### src/hw/rtl/clnd_pkg.sv
// Shared types and constants for the character LCD nibble bus driver.
package clnd_pkg;

    typedef enum logic [1:0] {
        OP_INIT  = 2'd0,
        OP_WRITE = 2'd1,
        OP_LINE  = 2'd2,
        OP_NONE  = 2'd3
    } op_t;

    typedef enum logic [1:0] {
        CFG_FUNCTION_SET    = 2'd0,
        CFG_DISPLAY_CONTROL = 2'd1,
        CFG_ENTRY_MODE      = 2'd2,
        CFG_UNUSED          = 2'd3
    } cfg_idx_t;

    localparam int IDX_W        = 6;
    localparam int HOLD_W       = 13;
    localparam int INIT_PHASES  = 34;
    localparam int BYTE_PHASES  = 5;
    localparam int INIT_NIB_END = 9;

    localparam logic [HOLD_W-1:0] HOLD_POWER_ON = 13'd5000;
    localparam logic [HOLD_W-1:0] HOLD_WAKE     = 13'd2500;
    localparam logic [HOLD_W-1:0] HOLD_CMD      = 13'd1500;
    localparam logic [HOLD_W-1:0] HOLD_CLEAR    = 13'd750;
    localparam logic [HOLD_W-1:0] HOLD_CHAR     = 13'd5;
    localparam logic [HOLD_W-1:0] HOLD_STROBE   = 13'd50;
    localparam logic [HOLD_W-1:0] HOLD_NONE     = 13'd0;

    localparam logic [7:0] CMD_HOME   = 8'h02;
    localparam logic [7:0] CMD_CLEAR  = 8'h01;
    localparam logic [7:0] CMD_LINE0  = 8'h80;
    localparam logic [7:0] CMD_LINE1  = 8'hC0;
    localparam logic [3:0] NIB_WAKE   = 4'h3;
    localparam logic [3:0] NIB_4BIT   = 4'h2;
    localparam logic [7:0] CHAR_FF    = 8'h0C;
    localparam logic [7:0] CHAR_LF    = 8'h0A;
    localparam logic [7:0] CHAR_CR    = 8'h0D;

    localparam logic [7:0] RST_FUNCTION_SET    = 8'd40;
    localparam logic [7:0] RST_DISPLAY_CONTROL = 8'd12;
    localparam logic [7:0] RST_ENTRY_MODE      = 8'd6;

    typedef struct packed {
        logic [7:0] function_set_word;
        logic [7:0] display_control_word;
        logic [7:0] entry_mode_word;
    } cfg_t;

    typedef struct packed {
        op_t              opcode;
        logic [7:0]       char_code;
        logic             line_select;
        logic [IDX_W-1:0] idx;
        logic             last;
    } item_t;

    typedef struct packed {
        logic              reg_select;
        logic              enable;
        logic [3:0]        nibble;
        logic [HOLD_W-1:0] hold_ticks;
        logic              last;
    } phase_t;

endpackage

### src/hw/rtl/clnd_seq.sv
// Input register and phase counter that walks each request through its bus phases.
module clnd_seq
    import clnd_pkg::*;
(
    input  logic       clk,
    input  logic       rst_n,
    input  logic       s_tvalid,
    output logic       s_tready,
    input  logic [1:0] in_opcode,
    input  logic [7:0] in_char_code,
    input  logic       in_line_select,
    input  logic       take,
    output logic       step,
    output item_t      item
);

    logic             busy_reg;
    op_t              opcode_reg;
    logic [7:0]       char_reg;
    logic             line_reg;
    logic [IDX_W-1:0] idx_reg;
    logic [IDX_W-1:0] last_idx;
    logic             is_last;

    always_comb
    begin
        if (opcode_reg == OP_INIT)
        begin
            last_idx = IDX_W'(INIT_PHASES - 1);
        end
        else
        begin
            last_idx = IDX_W'(BYTE_PHASES - 1);
        end
        is_last  = (idx_reg == last_idx);
        step     = busy_reg && take;
        s_tready = !busy_reg || (step && is_last);
        item.opcode      = opcode_reg;
        item.char_code   = char_reg;
        item.line_select = line_reg;
        item.idx         = idx_reg;
        item.last        = is_last;
    end

    always_ff @(posedge clk or negedge rst_n)
    begin
        if (!rst_n)
        begin
            busy_reg <= 1'b0;
            idx_reg  <= '0;
        end
        else if (s_tvalid && s_tready)
        begin
            busy_reg <= (op_t'(in_opcode) != OP_NONE);
            idx_reg  <= '0;
        end
        else if (step)
        begin
            if (is_last)
            begin
                busy_reg <= 1'b0;
            end
            else
            begin
                idx_reg <= idx_reg + IDX_W'(1);
            end
        end
    end

    always_ff @(posedge clk)
    begin
        if (s_tvalid && s_tready)
        begin
            opcode_reg <= op_t'(in_opcode);
            char_reg   <= in_char_code;
            line_reg   <= in_line_select;
        end
    end

endmodule

### src/hw/rtl/clnd_phase_dec.sv
// Combinational decode of one bus phase from the current request and phase index.
module clnd_phase_dec
    import clnd_pkg::*;
(
    input  item_t  item,
    input  cfg_t   cfg,
    output phase_t phase
);

    localparam logic [2:0] PART_SETUP   = 3'd0;
    localparam logic [2:0] PART_HI_HIGH = 3'd1;
    localparam logic [2:0] PART_HI_LOW  = 3'd2;
    localparam logic [2:0] PART_LO_HIGH = 3'd3;
    localparam logic [2:0] PART_LO_LOW  = 3'd4;

    logic              use_byte;
    logic              byte_rs;
    logic [7:0]        byte_val;
    logic [HOLD_W-1:0] byte_after;
    logic [2:0]        part;
    logic [IDX_W-1:0]  rel;
    logic [IDX_W-1:0]  nib_pos;

    always_comb
    begin
        use_byte   = 1'b0;
        byte_rs    = 1'b0;
        byte_val   = CMD_HOME;
        byte_after = HOLD_CMD;
        part       = PART_SETUP;
        rel        = item.idx - IDX_W'(INIT_NIB_END);
        nib_pos    = item.idx - IDX_W'(1);
        phase.reg_select = 1'b0;
        phase.enable     = 1'b0;
        phase.nibble     = 4'h0;
        phase.hold_ticks = HOLD_POWER_ON;
        phase.last       = item.last;

        case (item.opcode)
            OP_INIT:
            begin
                if (item.idx == '0)
                begin
                    phase.hold_ticks = HOLD_POWER_ON;
                end
                else if (item.idx < IDX_W'(INIT_NIB_END))
                begin
                    phase.enable = !nib_pos[0];
                    phase.nibble = (nib_pos[2:1] == 2'd3) ? NIB_4BIT : NIB_WAKE;
                    if (!nib_pos[0])
                    begin
                        phase.hold_ticks = HOLD_STROBE;
                    end
                    else
                    begin
                        phase.hold_ticks = (nib_pos[2:1] == 2'd3) ? HOLD_CMD : HOLD_WAKE;
                    end
                end
                else
                begin
                    use_byte = 1'b1;
                    if (rel < IDX_W'(5))
                    begin
                        byte_val = CMD_HOME;
                        part     = rel[2:0];
                    end
                    else if (rel < IDX_W'(10))
                    begin
                        byte_val = cfg.function_set_word;
                        part     = 3'(rel - IDX_W'(5));
                    end
                    else if (rel < IDX_W'(15))
                    begin
                        byte_val = cfg.display_control_word;
                        part     = 3'(rel - IDX_W'(10));
                    end
                    else if (rel < IDX_W'(20))
                    begin
                        byte_val = CMD_CLEAR;
                        part     = 3'(rel - IDX_W'(15));
                    end
                    else
                    begin
                        byte_val = cfg.entry_mode_word;
                        part     = 3'(rel - IDX_W'(20));
                    end
                end
            end
            OP_WRITE:
            begin
                use_byte = 1'b1;
                part     = item.idx[2:0];
                if (item.char_code == CHAR_FF)
                begin
                    byte_rs    = 1'b0;
                    byte_val   = CMD_CLEAR;
                    byte_after = HOLD_CLEAR;
                end
                else if (item.char_code == CHAR_LF || item.char_code == CHAR_CR)
                begin
                    byte_rs    = 1'b1;
                    byte_val   = CMD_HOME;
                    byte_after = HOLD_NONE;
                end
                else
                begin
                    byte_rs    = 1'b1;
                    byte_val   = item.char_code;
                    byte_after = HOLD_CHAR;
                end
            end
            OP_LINE:
            begin
                use_byte   = 1'b1;
                part       = item.idx[2:0];
                byte_val   = item.line_select ? CMD_LINE1 : CMD_LINE0;
                byte_after = HOLD_CHAR;
            end
            default:
            begin
                use_byte = 1'b0;
            end
        endcase

        if (use_byte)
        begin
            phase.reg_select = byte_rs;
            case (part)
                PART_SETUP:
                begin
                    phase.enable     = 1'b0;
                    phase.nibble     = 4'h0;
                    phase.hold_ticks = HOLD_STROBE;
                end
                PART_HI_HIGH:
                begin
                    phase.enable     = 1'b1;
                    phase.nibble     = byte_val[7:4];
                    phase.hold_ticks = HOLD_STROBE;
                end
                PART_HI_LOW:
                begin
                    phase.enable     = 1'b0;
                    phase.nibble     = byte_val[7:4];
                    phase.hold_ticks = HOLD_NONE;
                end
                PART_LO_HIGH:
                begin
                    phase.enable     = 1'b1;
                    phase.nibble     = byte_val[3:0];
                    phase.hold_ticks = HOLD_STROBE;
                end
                PART_LO_LOW:
                begin
                    phase.enable     = 1'b0;
                    phase.nibble     = byte_val[3:0];
                    phase.hold_ticks = HOLD_STROBE + byte_after;
                end
                default:
                begin
                    phase.enable     = 1'b0;
                    phase.nibble     = 4'h0;
                    phase.hold_ticks = HOLD_NONE;
                end
            endcase
        end
    end

endmodule

### src/hw/rtl/clnd_out_reg.sv
// Output register that holds one bus phase until the downstream side takes it.
module clnd_out_reg
    import clnd_pkg::*;
(
    input  logic   clk,
    input  logic   rst_n,
    input  logic   load,
    input  phase_t phase,
    output logic   take,
    output logic   m_tvalid,
    input  logic   m_tready,
    output phase_t held
);

    logic   valid_reg;
    phase_t phase_reg;

    assign take     = !valid_reg || m_tready;
    assign m_tvalid = valid_reg;
    assign held     = phase_reg;

    always_ff @(posedge clk or negedge rst_n)
    begin
        if (!rst_n)
        begin
            valid_reg <= 1'b0;
        end
        else if (load)
        begin
            valid_reg <= 1'b1;
        end
        else if (m_tready)
        begin
            valid_reg <= 1'b0;
        end
    end

    always_ff @(posedge clk)
    begin
        if (load)
        begin
            phase_reg <= phase;
        end
    end

endmodule

### src/hw/rtl/char_lcd_nibble_bus_driver_core.sv
// Top level of the character LCD nibble bus driver with its configuration registers.
// Each request expands into bus phases for a 4-bit character LCD, emitted one per clock
// from a phase counter through a single output register, unless m_tready stalls it:
// write character and move to line start give 5 phases, initialize gives 34 phases,
// and an opcode of 3 is accepted and gives none. The next request is accepted in the
// cycle in which the final phase of the current one enters the output register, so
// requests run back to back while the downstream side keeps m_tready high.
module char_lcd_nibble_bus_driver_core
    import clnd_pkg::*;
(
    input  logic        clk,
    input  logic        rst_n,
    input  logic        s_tvalid,
    output logic        s_tready,
    input  logic [15:0] s_tdata,   // opcode[1:0], char_code[9:2], line_select[10], zero[15:11]
    output logic        m_tvalid,
    input  logic        m_tready,
    output logic [23:0] m_tdata,   // reg_select[0], enable[1], nibble[5:2], hold_ticks[18:6],
                                   // zero[23:19]
    output logic        m_tlast,
    input  logic        cfg_valid,
    output logic        cfg_ready,
    input  logic [1:0]  cfg_index,
    input  logic [7:0]  cfg_data
);

    cfg_t   cfg_reg;
    item_t  item;
    phase_t phase;
    phase_t held;
    logic   step;
    logic   take;

    assign cfg_ready = 1'b1;

    always_ff @(posedge clk or negedge rst_n)
    begin
        if (!rst_n)
        begin
            cfg_reg.function_set_word    <= RST_FUNCTION_SET;
            cfg_reg.display_control_word <= RST_DISPLAY_CONTROL;
            cfg_reg.entry_mode_word      <= RST_ENTRY_MODE;
        end
        else if (cfg_valid && cfg_ready)
        begin
            case (cfg_idx_t'(cfg_index))
                CFG_FUNCTION_SET:    cfg_reg.function_set_word    <= cfg_data;
                CFG_DISPLAY_CONTROL: cfg_reg.display_control_word <= cfg_data;
                CFG_ENTRY_MODE:      cfg_reg.entry_mode_word      <= cfg_data;
                default:             cfg_reg <= cfg_reg;
            endcase
        end
    end

    clnd_seq u_seq (
        .clk            (clk),
        .rst_n          (rst_n),
        .s_tvalid       (s_tvalid),
        .s_tready       (s_tready),
        .in_opcode      (s_tdata[1:0]),
        .in_char_code   (s_tdata[9:2]),
        .in_line_select (s_tdata[10]),
        .take           (take),
        .step           (step),
        .item           (item)
    );

    clnd_phase_dec u_dec (
        .item  (item),
        .cfg   (cfg_reg),
        .phase (phase)
    );

    clnd_out_reg u_out (
        .clk      (clk),
        .rst_n    (rst_n),
        .load     (step),
        .phase    (phase),
        .take     (take),
        .m_tvalid (m_tvalid),
        .m_tready (m_tready),
        .held     (held)
    );

    assign m_tdata = {5'd0, held.hold_ticks, held.nibble, held.enable, held.reg_select};
    assign m_tlast = held.last;

endmodule

### config.mk
export PLATFORM = sky130hd
export DESIGN_NAME = char_lcd_nibble_bus_driver_core
export DESIGN_NICKNAME = d
export VERILOG_FILES = /design/src/hw/rtl/clnd_pkg.sv /design/src/hw/rtl/clnd_seq.sv /design/src/hw/rtl/clnd_phase_dec.sv /design/src/hw/rtl/clnd_out_reg.sv /design/src/hw/rtl/char_lcd_nibble_bus_driver_core.sv
export SDC_FILE = /design/constraint.sdc
export NUM_CORES = 1
export LEC_CHECK = 0
export BUFFER_PORTS_ARGS = -buffer_cell sky130_fd_sc_hd__buf_4
export CAP_MARGIN = 20
export CORE_ASPECT_RATIO = 0.5
export CORE_UTILIZATION = 57
export DETAILED_ROUTE_END_ITERATION = 7
export PLACE_DENSITY = 0.87
export SKIP_CTS_REPAIR_TIMING = 1
export SLEW_MARGIN = 25
export SYNTH_ARGS = -nofsm -noshare
export SYNTH_HDL_FRONTEND = slang
export SYNTH_SLANG_ARGS = --single-unit
### constraint.sdc
create_clock -name clk -period 4.44 [get_ports clk]
set_clock_uncertainty 0.05 [all_clocks]
set_input_delay 0.444 -clock clk [delete_from_list [all_inputs] [get_ports clk]]
set_output_delay 0.444 -clock clk [all_outputs]
set_load 0.02 [all_outputs]
==> results of run 1 <==
## critical path, stage by stage (launching register included)
cell and delay [ns]:
dfrtp_1 0.37, inv_1 0.22, ha_1 0.47, buf_4 0.26, nor2b_1 0.15, a21oi_1 0.05
o21ai_0 0.56, a21oi_1 0.19, a22o_1 0.25, a221oi_4 0.40, nand4_2 0.30, nor2_1 0.32
a32o_1 0.23
## how the worst max path moves through the flow
| stage | start | end | slack [ns] | cells past startpoint |
|---|---|---|---|---|
| 3_3_place_gp | u_seq.idx_reg[0] | u_out.held[12] | 0.83 | 12 |
| 4_1_cts | u_seq.idx_reg[0] | u_out.held[12] | 0.61 | 12 |
| 3_5_place_dp | u_seq.idx_reg[0] | u_out.held[12] | 0.72 | 12 |
| 6_report | u_seq.idx_reg[0] | u_out.held[12] | 0.48 | 12 |
| 5_1_grt | u_seq.idx_reg[0] | u_out.held[12] | 0.30 | 12 |
| 2_1_floorplan | u_seq.idx_reg[0] | u_out.held[15] | 1.12 | 14 |
## logic make-up after synthesis
logic type | count (synthesis) | synth area share
xor gates and xnor gates | 9 | 0.0209
DFF | 63 | 0.461
buffers and inverters | 37 | 0.0478
AOI/OAI and AO/OA | 96 | 0.189
muxes | 31 | 0.0920
and+or+nand+nor | 116 | 0.157
adders and majority gates | 9 | 0.0299
other | 2 | 0.00199
## layout by cell type (no fill, tap or decap), drive strengths merged, types with 4 or more instances in the layout
cell | netlist | final
xnor2 | 9 | 9
dfrtp | 26 | 26
nor3 | 14 | 14
a222oi | 5 | 5
o21ai | 24 | 24
conb | 2 | 6
dfstp | 6 | 6
nand3 | 7 | 7
clkbuf | 9 | 9
ha | 9 | 9
o22ai | 5 | 5
a22o | 5 | 5
nor2b | 8 | 8
nand2b | 9 | 9
nor2 | 34 | 34
edfxtp | 31 | 31
a21oi | 16 | 16
clkinv | 1 | 6
buf | 17 | 52
nand4 | 4 | 4
nand2 | 22 | 22
inv | 10 | 10
mux2 | 29 | 29
## per-stage QoR
stage / power, mW / std cells / area [µm²] / utilization / hold slack [ns]
2_1_floorplan: 2.06 / 367 / 3780 / - / 0.0984
3_3_place_gp: 2.41 / 481 / 4150 / 0.665 / 0.334
3_5_place_dp: 2.47 / 481 / 4150 / 0.666 / 0.347
4_1_cts: 3.12 / 497 / 4430 / 0.710 / -0.00318
5_1_grt: 3.32 / 497 / 4430 / 0.710 / 0.0253
6_report: 3.16 / 497 / 4430 / 0.710 / -0.00635
## power breakdown
part / switching [mW] / internal (mW)
Sequential: 0.151 / 0.795
Clock: 0.261 / 0.376
Combinational: 0.941 / 0.631
Total: 1.35 / 1.80
## per-layer routing
layer / routed length (µm) / GRT usage
met3: 919 / 0.0767
met5: 0 / 0
met4: 201 / 0.132
met2: 4450 / 0.472
met1: 3770 / 0.383
## layout make-up
type | instances | share of cell area
clock buffer | 9 | 0.0509
clock inverter | 7 | 0.0113
inverter | 11 | 0.00933
multi-input combinational | 267 | 0.422
sequential | 63 | 0.393
tap | 88 | 0.0249
timing repair buffer | 52 | 0.0882
==> results.toml, run 1 <==
[place]
hpwlAfterDp_mm = 6.40
portBuffers = 47
pre_cts_slack_ns = 0.717
gp_congestion = 0.955

[setup_path]
worstPathMaxFanout = 13
r2r-end = "u_out.held[12]"
r2r-start = "u_seq.idx_reg[0]"
critPathLaunchType = "flip-flop"
cp.arrival_ns = 4.10
reg2reg_depth = 12
end_kind = "flip-flop"
r2r_slack_ns = 0.48
worstSetupPathType = "reg -> reg"
critPathRequiredTime_ns = 4.58

[sta]
finalSetupViolCount = 0
tightest_slew_ns = 0.885
timing.slew.headroom = 0.409
finalSetupTns_ns = 0
min_period_over_period = 0.893
layout_setup_ws_ns = 0.476
fin_hold_ws_ns = -0.00635
rsz0062_at_grt = "false"
post-route-min-period_ns = 3.96
final_hold_viol_count = 14
max_freq_mhz = 252
drv_slew = 0

[drt]
wire_per_inst_um = 18.8
drtIter0Drc = 475
vias_per_cell = 6.52
route.detailed.drc = 0
via_count = 3242
drt-total-wl_mm = 9.34
detail-route-antenna-nets = 0
drtPass1Iterations = 7

[yosys]
synthArstFlopShare = 0.508
ys_types = 64
post-synth-top-count-cell = "nor2_1"
ys_seq_area_frac = 0.461
ys_top_cells_by_count = "34 x nor2_1, 31 x edfxtp_1, 29 x mux2_2"
syn_avg_cell_area_um2 = 10.4
ys_ff_latch = 63
synth_top_area_share = 0.247
synth_ff_type = "edfxtp_1"
synth_warnings = 0
yosys.area.top_type = "edfxtp_1"
netlist_instances = 363
synth_edf_count = 31
syn_area_um2 = 3770
synthTopCellsByArea = "edfxtp_1 25%, dfrtp_1 17%, mux2_2 8.7%"

[hold_path]
hold_path.class = "in -> async"

[layout]
fillers = 419
nNetsFinal = 444
diodes = 0
syn_to_final_growth_pct = 17.4
multi_input_area_um2 = 1870
drive_above_1_share = 0.279
largest_reg_flops = 24
seq_area_um2 = 1740

[grt]
grt_pass1_vias = 3073
grtUsageTotal = 0.294
grt_pass1_wl_mm = 15.1
antenna_found_initial = 0
grt_max_degree = 33
overflow = 0

[die]
core_region_area_um2 = 6230
fp-row-count = 20
dieWidth_um = 117
die_y_um = 59.5
initial_core_util = 0.605
fp.dieArea_um2 = 6960
ios = 59

[clock_tree]
htree_levels = 3
cts_sinks = 63
numCtsBuffers = 9
cts_max_path_buffers = 2
root_buffer = "clkbuf_16"
path_clk_slew_ns = 0.06
clk-insertion-delay-late_ns = 0.33
cts_tree = "done"

[run]
maxCapViolations = 0

[outcome]
violations = "negative hold slack"
outcome = "finished, violations left"

[power_and_ir_drop]
leakage_nw = 1.79
power_density_nw_per_um2 = 713
vdd_drop_max_uv = 388
No activity file was read; power rests on OpenSTA's default activity.
==> inputs of run 2 (changes only) <==
Settings changed: ABC_AREA from default to 1, PLACE_DENSITY 0.87 to 0.88.
==> run 2 against run 1 <==
Compared with the run above:
- the flow still finishes with violations (negative hold slack)
- setup slack gained 0.86 ns
- largest cell class is now registers
- critical path depth grew 4
- non-clock buffer count shrank 5
- critical endpoint is now u_out.held[14]
- combinational power shrank 17%
- final area shrank 3.6%
- largest power group unchanged
==> results.toml, run 2 <==
[outcome]
outcome = "finished, violations left"
violations = "negative hold slack"

[grt]
grt_pass1_vias = 2613
grtUsageTotal = 0.257
grt_pass1_wl_mm = 12.6
grt_max_degree = 33
antenna_found_initial = 0
overflow = 0

[yosys]
synth_edf_count = 31
syn_avg_cell_area_um2 = 8.88
synth_xor_area_frac = 0.00699
syn_area_um2 = 3580
synth-adder-area-share = 0.0315
netlist_instances = 403
synthMuxAreaShare = 0
synth_top_family_by_area = "simple AND/OR/NAND/NOR gates"
synth_top_area_share = 0.260
ys_top_cells_by_count = "103 x nand2_1, 39 x inv_1, 37 x o21ai_0"
synth_warnings = 0
ys_seq_area_frac = 0.486
yosys.area.top_type = "edfxtp_1"
synth_ff_type = "edfxtp_1"
post-synth-top-count-cell = "nand2_1"
synthArstFlopShare = 0.508
synth-compound-area-share = 0.102
ys_types = 38
synthTopCellsByArea = "edfxtp_1 26%, dfrtp_1 18%, nand2_1 11%"
synthSimpleGateAreaFrac = 0.293
ys_ff_latch = 63

[layout]
drive_above_1_share = 0.256
syn_to_final_growth_pct = 19.2
seq_area_um2 = 1740
diodes = 0
final_cell_mix = "103 x nand2_1, 47 x buf_4, 39 x inv_1, 37 x o21ai_0, 31 x edfxtp_1"
nNetsFinal = 492
largest_reg_flops = 24
fin_area_um2 = 4270
final_core_util = 0.742
final_common_cell = "nand2_1"
multi_input_area_um2 = 1580
fillers = 430

[power_and_ir_drop]
vdd_drop_max_uv = 299
switching_share = 0.427
p_int_mw = 1.63
p_seq_frac = 0.300
leakage_nw = 2.03
power_density_nw_per_um2 = 665
p_comb_frac = 0.457
clockPowerShare = 0.243
p_sw_mw = 1.21

[die]
die_y_um = 58.0
ios = 59
fp-row-count = 19
initial_core_util = 0.622
fp.dieArea_um2 = 6620
core_region_area_um2 = 5750
dieWidth_um = 114

[sta]
min_period_over_period = 0.698
fin_hold_ws_ns = -0.00428
final_hold_viol_count = 5
drv_slew = 0
tightest_slew_ns = 0.734
finalSetupViolCount = 0
post-route-min-period_ns = 3.10
finalSetupTns_ns = 0
rsz0062_at_grt = "false"
timing.slew.headroom = 0.510
max_freq_mhz = 323

[setup_path]
r2r-end = "u_out.held[14]"
cp_slowest_cell = "dfrtp_1"
end_kind = "flip-flop"
path_buf_inv = 1
path_cells = "inv_4 > ha_1 > xnor2_2 > nand2_1 > nand3_2 > nand3_2 > nand2_1 > nand2_1 > nand2_1 > nand3_2 > nand2_4 > nand2_4 > nand2_4 > nand2_4 > nand3_1 > nand3_1"
worstSetupPathType = "reg -> reg"
cpPeakStageDelay_ns = 0.64
reg2reg_depth = 16
critPathRequiredTime_ns = 4.46
worst-path-stages = 16
crit_family = "simple AND/OR/NAND/NOR gates"
r2r_slack_ns = 1.34
critPathLaunchType = "flip-flop"
r2r-start = "u_seq.idx_reg[0]"
setup.worst_path.start = "u_seq.idx_reg[0]"
crit_path_end = "u_out.held[14]"
cp.arrival_ns = 3.12
worstPathMaxFanout = 12

[clock_tree]
clk-insertion-delay-late_ns = 0.33
path_clk_slew_ns = 0.05
htree_levels = 3
numCtsBuffers = 9
cts_sinks = 63
cts_max_path_buffers = 2
root_buffer = "clkbuf_16"
cts_tree = "done"

[place]
place_area_um2 = 3960
gp_congestion = 0.898
portBuffers = 47
hpwlAfterDp_mm = 5.45

[drt]
drtIter0Drc = 175
route.detailed.drc = 0
detail-route-antenna-nets = 0
drtPass1Iterations = 5
via_count = 2936
vias_per_cell = 5.43
wire_per_inst_um = 14.3
drt-total-wl_mm = 7.71

[hold_path]
hold_path.class = "in -> async"

[run]
maxCapViolations = 0
==> run 2: cell types whose count changed in the layout (fill, tap and decap cells not counted), sizes merged, moves of 17 or more <==
cell   before  now
nand3       7   39
nand2      22  126
o21ai      24   42
mux2       29    0
inv        10   48
nor2       34   17
==> run 2: area by class of cell <==
class	instances	area share
Sequential cell	63	0.408
Timing Repair Buffer	47	0.0827
Clock buffer	12	0.0651
Clock inverter	4	0.00616
Multi-Input combinational cell	283	0.369
Inverter	48	0.0446
Tap cell	84	0.0246
==> run 2: cells by family after synthesis <==
logic type | Yosys count
simple gates | 199
compound gates | 67
flops | 63
buf+inv | 61
fa+ha+maj | 9
xor+xnor | 2
other cells | 2
==> run 2: per-stage QoR <==
stage / hold slack [ns] / setup slack (ns) / cells / power (mW)
3_3_place_gp: 0.356 / 1.50 / 525 / 2.09
4_1_cts: 0.0101 / 1.41 / 541 / 2.83
5_1_grt: 0.0177 / 1.13 / 541 / 3.02
3_5_place_dp: 0.356 / 1.43 / 525 / 2.13
2_1_floorplan: 0.0984 / 1.98 / 407 / 1.86
6_report: -0.00428 / 1.34 / 541 / 2.84
==> run 2: power by group through the flow <==
stage	clock network (mW)	logic, mW	registers (mW)
finish	0.690	1.30	0.850
global route	0.727	1.43	0.865
CTS	0.690	1.29	0.850
detailed placement	0	1.27	0.858
global placement	0	1.23	0.856
floorplan	0	0.990	0.870
==> run 2: layer usage <==
metal  GRT usage  up-vias  share of wire
li1            -     1436              -
met1       0.358     1369           0.47
met2       0.400      122           0.45
met3      0.0638        9          0.066
met4      0.0853        0          0.012
met5           0        -              0
==> run 2: how the worst min path moves through the flow <==
stage                from     endpoint  cells after the start
global route        rst_n  cfg_reg[12]                      1
CTS                 rst_n   cfg_reg[9]                      1
detailed placement  rst_n  cfg_reg[12]                      1
finish              rst_n  cfg_reg[12]                      1
global placement    rst_n  cfg_reg[12]                      1
floorplan           rst_n   cfg_reg[0]                      0
==> run 2: worst reg2reg max path: cells and delay by family (launching register included) <==
| kind | cells | cell delay (ns) |
|---|---|---|
| XOR/XNOR | 1 | 0.31 |
| adder cells (fa/ha/maj) | 1 | 0.29 |
| buffers and inverters | 1 | 0.13 |
| flip-flops | 1 | 0.64 |
| AND/OR/NAND/NOR | 13 | 1.41 |
==> inputs of run 3 (changes only) <==
Settings changed: CORE_UTILIZATION 57 to 51, PLACE_DENSITY 0.88 to 0.83.
Clock period 4.44 ns to 2.7 ns, I/O delays scaled along.
==> run 3 against run 2 <==
Compared with the run above:
- the run now ends clean
- non-clock buffer count is 12 higher
- first-iteration DRC count is 13% higher
- utilization is 9.7 points lower
- flip-flop and latch count stayed put
- via count is 0.31% higher
- combinational power is 79% higher
- register-to-register slack worse by 1.2 ns
- count of clock-buffer cells in the layout is 3 higher
- hold slack better by 0.068 ns
- largest power group unchanged
- power is 67% higher
==> results.toml, run 3 (synthesized netlist as in run 2, its figures left out) <==
[die]
fp-row-count = 21
fp.dieArea_um2 = 7380
ios = 59
die_y_um = 61.2
dieWidth_um = 120
initial_core_util = 0.532
core_region_area_um2 = 6730

[place]
portBuffers = 47
gp_congestion = 0.874
hpwlAfterDp_mm = 5.52
place_area_um2 = 4040
pre_cts_slack_ns = 0.171

[drt]
route.detailed.drc = 0
drt-total-wl_mm = 7.54
via_count = 2945
detail-route-antenna-nets = 0
drtPass1Iterations = 5
drtIter0Drc = 198
vias_per_cell = 5.25
wire_per_inst_um = 13.4

[sta]
fin_hold_ws_ns = 0.0633
finalSetupTns_ns = 0
tightest_slew_ns = 0.578
post-route-min-period_ns = 2.55
drv_slew = 0
rsz0062_at_grt = "false"
layout_setup_ws_ns = 0.149
min_period_over_period = 0.945
finalSetupViolCount = 0
final_hold_viol_count = 0
max_freq_mhz = 392
timing.slew.headroom = 0.614

[setup_path]
cpPeakStageDelay_ns = 0.38
cp_slowest_cell = "dfrtp_1"
path_cells = "inv_4 > ha_1 > xnor2_2 > buf_4 > inv_1 > ha_1 > nand2_1 > nand3_1 > nand2_1 > nand2_1 > nand2_2 > nand2_4 > inv_4 > nand2_4 > nand3_1 > nand3_1"
crit_family = "simple AND/OR/NAND/NOR gates"
critPathLaunchType = "flip-flop"
critPathRequiredTime_ns = 2.72
worstPathMaxFanout = 5
cp.arrival_ns = 2.57
path_buf_inv = 4
end_kind = "flip-flop"
reg2reg_depth = 16
r2r-start = "u_seq.idx_reg[0]"
r2r_slack_ns = 0.15
worstSetupPathType = "reg -> reg"
r2r-end = "u_out.held[15]"

[clock_tree]
cts_tree = "done"
cts_max_path_buffers = 2
clk-insertion-delay-late_ns = 0.33
numCtsBuffers = 9
htree_levels = 3
cts_sinks = 63
root_buffer = "clkbuf_16"
path_clk_slew_ns = 0.05

[power_and_ir_drop]
clockPowerShare = 0.221
p_comb_frac = 0.491
switching_share = 0.422
power_density_nw_per_um2 = 1090
p_sw_mw = 2.00
finalPower_mw = 4.74
leakage_nw = 2.07
p_int_mw = 2.74
p_seq_frac = 0.288
vdd_drop_max_uv = 422

[hold_path]
min_path_cells = 1
worstHoldStart = "s_tdata[7]"
hold_path.class = "in -> reg"
min_to = "u_seq.char_reg[5]"

[layout]
diodes = 0
drive_above_1_share = 0.264
syn_to_final_growth_pct = 21.2
nNetsFinal = 504
largest_reg_flops = 24
fin_area_um2 = 4340
final_common_cell = "nand2_1"
final_cell_mix = "103 x nand2_1, 58 x buf_4, 39 x inv_1, 37 x o21ai_0, 31 x edfxtp_1"

[grt]
grt_max_degree = 33
overflow = 0
grtUsageTotal = 0.222
antenna_found_initial = 0
grt_pass1_wl_mm = 12.2
grt_pass1_vias = 2581

[outcome]
outcome = "completed"

[run]
maxCapViolations = 0
run 3: changes by cell type in the layout (fill, tap and decap cells not counted), sizes merged:
cell and delta:
buf +11, clkbuf +3, clkinv -2, clkinvlp -1, dlygate4sd3 +1
run 3: power groups by stage:
stage / combinational [mW] / sequential, mW / clock [mW]
6_report: 2.33 / 1.36 / 1.05
5_1_grt: 2.54 / 1.39 / 1.10
4_1_cts: 2.25 / 1.37 / 1.06
3_5_place_dp: 2.24 / 1.38 / 0
3_3_place_gp: 2.17 / 1.37 / 0
2_1_floorplan: 1.63 / 1.43 / 0
run 3: worst max-delay path by stage:
stage / start / endpoint / slack, ns / cells after the start
finish: u_seq.idx_reg[0] / u_out.held[15] / 0.15 / 16
global route: u_seq.idx_reg[0] / u_out.held[14] / 0.01 / 18
CTS: u_seq.idx_reg[0] / u_out.held[15] / 0.14 / 18
detailed placement: u_seq.idx_reg[0] / u_out.held[15] / 0.17 / 18
global placement: u_seq.idx_reg[0] / u_out.held[15] / 0.22 / 18
floorplan: u_seq.idx_reg[0] / u_out.held[15] / 0.24 / 19
run 3: through the flow:
| step | util | instances |
|---|---|---|
| final | 0.645 | 561 |
| after CTS | 0.641 | 558 |
| after detailed placement | 0.601 | 542 |
| after global routing | 0.645 | 561 |
| after global placement | 0.601 | 542 |
| after floorplan | - | 407 |
run 3: routing by layer:
metal  up-vias  global-route usage  wire length [µm]
met3        11              0.0685               640
met4         0              0.0688                98
met2       119               0.350              3290
met1      1361               0.300              3510
met5         -                   0                 0
li1       1454                   -                 -
run 3: cell type report:
class / instances / area, µm²
clock buffers: 15 / 268
clock inverters: 1 / 5.00
fillers: 565 / 2390
inverters: 48 / 190
multi-input cells: 283 / 1580
flip-flops and latches: 63 / 1740
well taps: 92 / 115
repair buffers: 59 / 445
